==> config.mk <==
export PLATFORM = sky130hd
export DESIGN_NAME = fifo_queue_with_max_and_count_core
export DESIGN_NICKNAME = d
export VERILOG_FILES = /design/src/sv/fqmc_pkg.sv /design/src/sv/fifo_queue_with_max_and_count_core.sv /design/src/sv/fqmc_cell.sv
export SDC_FILE = /design/constraint.sdc
export NUM_CORES = 2
export LEC_CHECK = 0
export BUFFER_PORTS_ARGS = -buffer_cell sky130_fd_sc_hd__clkbuf_2
export CAP_MARGIN = 40
export CORE_MARGIN = 1.5
export CORE_UTILIZATION = 35
export CTS_CLUSTER_SIZE = 24
export DETAILED_ROUTE_END_ITERATION = 10
export PLACE_DENSITY = 0.56
export SYNTH_ARGS = -nofsm -noshare
export SYNTH_HDL_FRONTEND = slang
export SYNTH_HIERARCHICAL = 1
export SYNTH_SLANG_ARGS = --single-unit
==> constraint.sdc <==
create_clock -name clk -period 5.21 [get_ports clk]
set_clock_uncertainty 0.1 [all_clocks]
set_input_delay 0.2605 -clock clk [delete_from_list [all_inputs] [get_ports clk]]
set_output_delay 0.2605 -clock clk [all_outputs]
set_load 0.005 [all_outputs]
==> src/sv/fqmc_pkg.sv <==
package fqmc_pkg;

	localparam int unsigned DATA_W  = 32;
	localparam int unsigned COUNT_W = 5;

	localparam logic OP_PUSH = 1'b0;
	localparam logic OP_POP  = 1'b1;

	typedef logic signed [DATA_W-1:0] data_t;

	typedef enum logic [0:0] {
		ST_IDLE,
		ST_SCAN
	} state_t;

	typedef struct packed {
		logic shift;
		logic load;
	} cell_ctl_t;

endpackage

==> src/sv/fifo_queue_with_max_and_count_core.sv <==
// A push, or a failed operation, is registered at the output in the cycle after acceptance.
// A successful pop is registered at the output when the maximum scan finishes and the maximum has settled.
// Pushes are accepted one transaction per cycle while the output is not stalled; no new transaction
// is taken during a pop's scan, in which the partial-maximum chain moves one cell per cycle.
// Reset clears the count, the valid bits, the maximum and the controller; entry data is not reset.
module fifo_queue_with_max_and_count_core #(
	parameter int unsigned DEPTH = 16
) (
	input  logic                    clk,
	input  logic                    arst_n,
	input  logic                    in_valid,
	output logic                    in_stall,
	input  logic                    operation,
	input  fqmc_pkg::data_t         push_value,
	output logic                    out_valid,
	input  logic                    out_stall,
	output logic                    ok,
	output fqmc_pkg::data_t         popped_value,
	output logic [fqmc_pkg::COUNT_W-1:0] count_after,
	output fqmc_pkg::data_t         largest_held,
	output logic                    is_empty
);

	localparam int unsigned CNT_W  = $clog2(DEPTH + 1);
	localparam int unsigned SCAN_W = $clog2(DEPTH);

	fqmc_pkg::state_t state_q;
	fqmc_pkg::state_t state_d;

	logic [CNT_W-1:0]  count_q;
	logic [SCAN_W-1:0] scan_q;
	fqmc_pkg::data_t   max_q;
	fqmc_pkg::data_t   pop_val_q;

	logic                        out_valid_q;
	logic                        ok_q;
	fqmc_pkg::data_t             popped_q;
	logic [fqmc_pkg::COUNT_W-1:0] cnt_out_q;
	fqmc_pkg::data_t             largest_q;
	logic                        empty_q;

	fqmc_pkg::data_t   cell_val  [DEPTH];
	fqmc_pkg::data_t   cell_pmax [DEPTH];
	logic [DEPTH-1:0]  cell_vld;

	logic            take;
	logic            push_ok;
	logic            pop_ok;
	logic            scan_done;
	logic            fast_done;
	logic [CNT_W-1:0] cnt_next;
	fqmc_pkg::data_t  max_next;

	assign take      = in_valid && !in_stall;
	assign push_ok   = take && (operation == fqmc_pkg::OP_PUSH) && (count_q != CNT_W'(DEPTH));
	assign pop_ok    = take && (operation == fqmc_pkg::OP_POP) && (count_q != '0);
	assign fast_done = take && !pop_ok;
	assign scan_done = (state_q == fqmc_pkg::ST_SCAN) && (scan_q == SCAN_W'(DEPTH - 1));
	assign cnt_next  = push_ok ? (count_q + 1'b1) : count_q;

	always_comb begin
		if (push_ok && ((count_q == '0) || (push_value > max_q))) begin
			max_next = push_value;
		end else begin
			max_next = max_q;
		end
	end

	always_comb begin
		state_d = state_q;
		case (state_q)
			fqmc_pkg::ST_IDLE: begin
				if (pop_ok) begin
					state_d = fqmc_pkg::ST_SCAN;
				end
			end
			fqmc_pkg::ST_SCAN: begin
				if (scan_done) begin
					state_d = fqmc_pkg::ST_IDLE;
				end
			end
			default: begin
				state_d = fqmc_pkg::ST_IDLE;
			end
		endcase
	end

	always_comb begin
		case (state_q)
			fqmc_pkg::ST_IDLE: begin
				in_stall = out_valid_q && out_stall;
			end
			default: begin
				in_stall = 1'b1;
			end
		endcase
	end

	always_ff @(posedge clk or negedge arst_n) begin
		if (!arst_n) begin
			state_q <= fqmc_pkg::ST_IDLE;
			count_q <= '0;
			scan_q  <= '0;
			max_q   <= '0;
		end else begin
			state_q <= state_d;
			if (pop_ok) begin
				count_q <= count_q - 1'b1;
				scan_q  <= '0;
			end else begin
				count_q <= cnt_next;
				if (state_q == fqmc_pkg::ST_SCAN) begin
					scan_q <= scan_q + 1'b1;
				end
			end
			if (scan_done) begin
				max_q <= cell_pmax[0];
			end else begin
				max_q <= max_next;
			end
		end
	end

	always_ff @(posedge clk) begin
		if (pop_ok) begin
			pop_val_q <= cell_val[0];
		end
	end

	always_ff @(posedge clk or negedge arst_n) begin
		if (!arst_n) begin
			out_valid_q <= 1'b0;
		end else if (fast_done || scan_done) begin
			out_valid_q <= 1'b1;
		end else if (!out_stall) begin
			out_valid_q <= 1'b0;
		end
	end

	always_ff @(posedge clk) begin
		if (fast_done) begin
			ok_q      <= push_ok;
			popped_q  <= '0;
			cnt_out_q <= fqmc_pkg::COUNT_W'(cnt_next);
			largest_q <= (cnt_next == '0) ? '0 : max_next;
			empty_q   <= (cnt_next == '0);
		end else if (scan_done) begin
			ok_q      <= 1'b1;
			popped_q  <= pop_val_q;
			cnt_out_q <= fqmc_pkg::COUNT_W'(count_q);
			largest_q <= (count_q == '0) ? '0 : cell_pmax[0];
			empty_q   <= (count_q == '0);
		end
	end

	for (genvar i = 0; i < DEPTH; i++) begin : g_cell
		fqmc_pkg::cell_ctl_t ctl;
		fqmc_pkg::data_t     nbr_val;
		fqmc_pkg::data_t     nbr_pmax;
		logic                nbr_vld;

		assign ctl.shift = pop_ok;
		assign ctl.load  = push_ok && (count_q == CNT_W'(i));

		if (i == DEPTH - 1) begin : g_tail
			assign nbr_val  = '0;
			assign nbr_pmax = '0;
			assign nbr_vld  = 1'b0;
		end else begin : g_body
			assign nbr_val  = cell_val[i+1];
			assign nbr_pmax = cell_pmax[i+1];
			assign nbr_vld  = cell_vld[i+1];
		end

		fqmc_cell u_cell (
			.clk        (clk),
			.arst_n     (arst_n),
			.ctl        (ctl),
			.push_value (push_value),
			.nbr_val    (nbr_val),
			.nbr_vld    (nbr_vld),
			.nbr_pmax   (nbr_pmax),
			.val        (cell_val[i]),
			.vld        (cell_vld[i]),
			.pmax       (cell_pmax[i])
		);
	end

	assign out_valid    = out_valid_q;
	assign ok           = ok_q;
	assign popped_value = popped_q;
	assign count_after  = cnt_out_q;
	assign largest_held = largest_q;
	assign is_empty     = empty_q;

`ifndef SYNTHESIS
	a_count_bound: assert property (@(posedge clk) disable iff (!arst_n)
		count_q <= CNT_W'(DEPTH))
		else $error("count exceeds depth");

	a_scan_stall: assert property (@(posedge clk) disable iff (!arst_n)
		(state_q == fqmc_pkg::ST_SCAN) |-> in_stall)
		else $error("input taken during max scan");

	a_pop_count: assert property (@(posedge clk) disable iff (!arst_n)
		pop_ok |=> (count_q == $past(count_q) - 1'b1))
		else $error("pop did not lower count");

	a_head_valid: assert property (@(posedge clk) disable iff (!arst_n)
		cell_vld[0] == (count_q != '0))
		else $error("head cell valid disagrees with count");
`endif

endmodule

==> src/sv/fqmc_cell.sv <==
module fqmc_cell (
	input  logic                clk,
	input  logic                arst_n,
	input  fqmc_pkg::cell_ctl_t ctl,
	input  fqmc_pkg::data_t     push_value,
	input  fqmc_pkg::data_t     nbr_val,
	input  logic                nbr_vld,
	input  fqmc_pkg::data_t     nbr_pmax,
	output fqmc_pkg::data_t     val,
	output logic                vld,
	output fqmc_pkg::data_t     pmax
);

	fqmc_pkg::data_t val_q;
	fqmc_pkg::data_t pmax_q;
	logic            vld_q;

	always_ff @(posedge clk or negedge arst_n) begin
		if (!arst_n) begin
			vld_q <= 1'b0;
		end else if (ctl.shift) begin
			vld_q <= nbr_vld;
		end else if (ctl.load) begin
			vld_q <= 1'b1;
		end
	end

	// advance toward the head on pop, load at the tail on push
	always_ff @(posedge clk) begin
		if (ctl.shift) begin
			val_q <= nbr_val;
		end else if (ctl.load) begin
			val_q <= push_value;
		end
	end

	// partial maximum flows from the tail toward the head
	always_ff @(posedge clk) begin
		if (nbr_vld && (nbr_pmax > val_q)) begin
			pmax_q <= nbr_pmax;
		end else begin
			pmax_q <= val_q;
		end
	end

	assign val  = val_q;
	assign vld  = vld_q;
	assign pmax = pmax_q;

endmodule
# Word level (Yosys, flattened, before mapping)

Cells that the tools add are included.
W data, S select, Z words.

Add/sub/neg operators: 3
Multiply operators: 0
Divide/modulo/power cells: 0
Order comparisons: 16
Eq/ne operators: 18
Shift operators: 0
Multiplexer cells: 97
Bitwise operators: 2
Reductions and logical operators: 65

Operators with widths:

| operator              | number |
|---|---|
| $mux W32              | 51 |
| $gt A32 B32 Y1        | 16 |
| $eq A5 B4 Y1 const B  | 8 |
| $logic_and A1 B1 Y1   | 40 |
| $mux W1               | 39 |
| $reduce_bool A2 Y1    | 18 |
| $eq A5 B3 Y1 const B  | 4 |
| $mux W5               | 4 |
| $eq A5 B2 Y1 const B  | 2 |
| $logic_not A5 Y1      | 2 |
| $mux W4               | 2 |
| $add A5 B1 Y5 const B | 1 |
| $eq A5 B1 Y1 const B  | 1 |
| $ne A5 B5 Y1 const B  | 1 |
| $reduce_bool A5 Y1    | 1 |
| $sub A5 B1 Y5 const B | 1 |
| $add A4 B1 Y4 const B | 1 |
| $eq A4 B4 Y1 const B  | 1 |
| $logic_not A1 Y1      | 2 |
| $logic_or A1 B1 Y1    | 2 |
| $ne A2 B1 Y1 const B  | 1 |
| $not A1 Y1            | 2 |
| $pmux W1 S2           | 1 |

Flip-flop bits (word level): 1,185
Latch bits: 0
Memory bits (writable): 0
Memory bits (read-only): 0
Output and inout port bits: 73
Memories kept: 0

# Depth between registers and ports, before layout

Depth in word-level cells: 10
Gate-level depth with buffers: 12

# By module

The synthesis kept the hierarchy.

Modules (own cells, without submodules):

| module                             | times used | cells each | area each (µm²) | seq. area each (µm²) |
|---|---|---|---|---|
| fqmc_cell (g_cell[0].u_cell ...)   | 15         | 519        | 4,553.1         | 1,626.6 |
| fifo_queue_with_max_and_count_core | 1          | 737        | 7,484.7         | 3,848.7 |
| fqmc_cell (g_cell[12].u_cell)      | 1          | 519        | 4,558.1         | 1,626.6 |

# Worst setup path before layout

OpenSTA, ideal clock, no wires.

Kind: register -> register
Start: reg count_q[0]
End: reg g_cell[13].u_cell.val_q[0], enable pin
Setup time: 375 ps
Data arrival time: 3,879 ps
Path slack: 856 ps
Cell stages (with the launch flop): 11
Buffers on the path: 4
Period minus slack after synthesis: 4,354 ps
Cell sequence: dfrtp_1 > clkbuf_1 > inv_1 > ha_1 > nand3_1 > nand2_1 > nor2_1 > buf_1 > clkbuf_1 > clkbuf_1 > or2_2

RTL lines:

| what                   | line                                      | source |
|---|---|---|
| from (decl)            | fifo_queue_with_max_and_count_core.sv:30  | `logic [CNT_W-1:0] count_q;` |
| from (signal assigned) | fifo_queue_with_max_and_count_core.sv:108 | `count_q <= count_q - 1'b1;` |
| from (signal assigned) | fifo_queue_with_max_and_count_core.sv:111 | `count_q <= cnt_next;` |
| to (signal assigned)   | fqmc_cell.sv:31                           | `val_q <= nbr_val;` |
| to (signal assigned)   | fqmc_cell.sv:33                           | `val_q <= push_value;` |
| to (decl)              | fqmc_cell.sv:14                           | `fqmc_pkg::data_t val_q;` |

# Final worst setup path

Start: reg count_q[0]
End: reg largest_q[18], in the netlist largest_held[18] (data pin)

Longest elaborated chain between the ends: 6
Elaborated cells on any way between the ends: 17

Ends and longest elaborated chain:

| what                                                                  | line                                      | source |
|---|---|---|
| parallel branches: the longest is 5 deep, another holds $add A5 B1 Y5 | -                                         |  |
| $mux W32 (*)                                                          | fifo_queue_with_max_and_count_core.sv:141 | `if (fast_done) begin` |
| to (signal assigned)                                                  | fifo_queue_with_max_and_count_core.sv:145 | `largest_q <= (cnt_next == '0) ? '0 : max_next;` |
| to (signal assigned)                                                  | fifo_queue_with_max_and_count_core.sv:151 | `largest_q <= (count_q == '0) ? '0 : cell_pmax[0];` |
| to (decl)                                                             | fifo_queue_with_max_and_count_core.sv:39  | `fqmc_pkg::data_t largest_q;` |

Mark *: on every way between the ends. The select of a mux whose other input is x is not followed.
A chain may end at the register's enable or synchronous reset.

==> qor.yml <==
outcome:
  status: "finished with violations"
  violations: "slew limit"
global_route:
  grt_max_degree: 114
  grt_util_met1: 0.296
  grt.total_usage: 0.232
  busiest_layer: "met2"
  grt_pass1_wl_um: 418000
  grtUsageMet2: 0.381
  antenna_found_initial: 12
  met3_usage: 0.0374
  overflow: 0
  grt_pass1_vias: 66900
drt:
  totalWireLength_um: 280000
  drcViolationCount: 0
  first_pass_iters: 8
  vias_per_cell: 5.94
  num_vias: 71300
  drtAntennaViolNets: 0
  drtIter0Drc: 6698
  wl_per_cell_um: 23.3
timing:
  clock.fmax_mhz: 258
  fin_tns_setup_ns: 0
  post-route-period-util: 0.744
  slew_viol_final: 64
  hold_slack_ns: 0.0946
  hold_violations: 0
  min_period_ns: 3.87
  maxSlewHeadroom: -0.0989
  rsz0062_at_grt: "false"
  tightest_slew_ns: 1.64
  setup_violations: 0
placed_design:
  hpwl_um: 193000
  portBuffers: 109
  post-place-cells: 11700
  gp_congestion: 0.907
pwr:
  worst_ir_drop_vdd_uv: 400
  leakagePower_uw: 0.0356
  power_density_nw_per_um2: 549
critical_path:
  critPathMaxStageDelay_ns: 0.77
  critPathMaxFanout: 24
  critical_path_arrival_ns: 4.43
  cp-start-kind: "flop"
  crit_path_end_kind: "flop"
  cpMaxStageDelayCell: "a41oi_4"
  cp.required_ns: 5.76
  r2r_slack_ns: 1.34
  path_cells: "inv_1 > ha_1 > nand4bb_1 > nand4b_2 > o21ai_2 > o41ai_2 > a41oi_4 > buf_4 > nand2_1 > o211ai_1"
  worstSetupPathType: "reg -> reg"
cells_and_area:
  instances_no_fill: 12000
  nets: 9469
  drive_gt1_frac: 0.134
  ff_latch_area_um2: 29800
  fillers: 22400
  multi_input_area_um2: 45900
  syn_to_final_growth_pct: 11.4
clock_tree:
  clkSlewWorstSetupHoldPaths_ns: 0.07
  cts_resized: 0
  cts_tree: "built"
  cts_root_buf: "clkbuf_16"
  numCtsBuffers: 143
  cts.path.max_buffers: 3
  htreeDepth: 4
  cts_sinks: 1185
  clk-insertion-delay-late_ns: 0.83
hold_path:
  hold_class: "in -> reg"
job:
  cap_violations: 0
yosys:
  syn-instance-count: 9037
  synth_area_um2: 80300
  avgSynthCellArea_um2: 8.89
  yosys_warnings: 6
floorplan:
  initial_utilization: 0.353
  pin_count: 110
  die_h_um: 482
  coreArea_um2: 228000
  die_w_um: 482
  row_count: 175
  die_area_um2: 232000
## worst max-delay path: cells and delay by family, from the launching register on
kind | cells | cell delay (ns)
compound gates | 4 | 1.45
simple gates | 3 | 0.74
buf+inv | 2 | 0.55
flops | 1 | 0.50
fa+ha+maj | 1 | 0.36
## layout make-up
cell class | count | share of cell area
diodes | 3 | 0.0000840
clock buffers | 198 | 0.0450
clock inverters | 70 | 0.0104
inverters | 569 | 0.0239
multi-input cells | 6674 | 0.513
flip-flops and latches | 1185 | 0.334
well taps | 3009 | 0.0421
repair buffers | 308 | 0.0319
## worst paths after layout
| check | startpoint | endpoint | depth (start not counted) |
|---|---|---|---|
| setup reg to reg | count_q[0] | largest_held[18] | 10 |
| min in group asynchronous | arst_n | max_q[25] | 3 |
| max in group asynchronous | arst_n | g_cell[10].u_cell/vld | 4 |
| hold / removal | push_value[3] | max_q[3] | 4 |
| setup / recovery | count_q[0] | largest_held[18] | 10 |
| hold reg to reg | popped_value[7] | popped_value[7] | 2 |
## flip-flops by register name, summed over array words and instances, names as in the netlist, 15 cells and up
name,cells
g_cell.u_cell/pmax,512
popped_value,32
g_cell.u_cell/val,512
pop_val_q,32
g_cell.u_cell/vld,15
largest_held,32
max_q,32
## stage by stage
stage | utilization | total power (µW) | setup slack, ns | instance area, µm²
finish | 0.393 | 49100 | 1.34 | 89400
global route | 0.393 | 52400 | 1.10 | 89400
CTS | 0.393 | 49000 | 1.34 | 89400
detailed placement | 0.371 | 38300 | 1.34 | 84400
global placement | 0.366 | 36900 | 1.43 | 83300
floorplan | - | 31200 | 0.856 | 80800
## power breakdown
part           leakage [µW]  switching [µW]  internal (µW)
Sequential           0.0106            3110          13000
Clock               0.00240            4430           6060
Combinational        0.0226           14100           8370
## metal layers
metal  up-vias  share of wire
met4         4          0.052
met3       512          0.064
li1      33400              -
met1     34900           0.42
met5         -       0.000089
met2      2499           0.47
## layout by cell type (no fill, tap or decap), types with 22 or more instances in the layout
master and n:
a21oi_1 271, a22oi_1 513, and2_1 32, and3_1 511, and4_1 65, buf_12 22, buf_16 22, buf_4 131
clkbuf_1 33, clkbuf_16 145, clkbuf_2 108, conb_1 130, dfrtp_1 58, dfxtp_1 544, edfxtp_1 583, ha_1 535
inv_1 567, mux2_2 513, nand2_1 814, nand3_1 57, nand4_1 1129, nor2_1 554, nor2b_1 34, nor3b_1 497
o211ai_1 48, o21ai_0 146, o21ai_1 498
## timing repair
item                                    4_1_cts  5_1_grt
hold buffers                                  8        0
endpoints found under the setup margin        0        0
setup buffers                                 0        0
hold endpoints to repair                     67        0
Note: power is estimated with default switching activity, not from simulation.
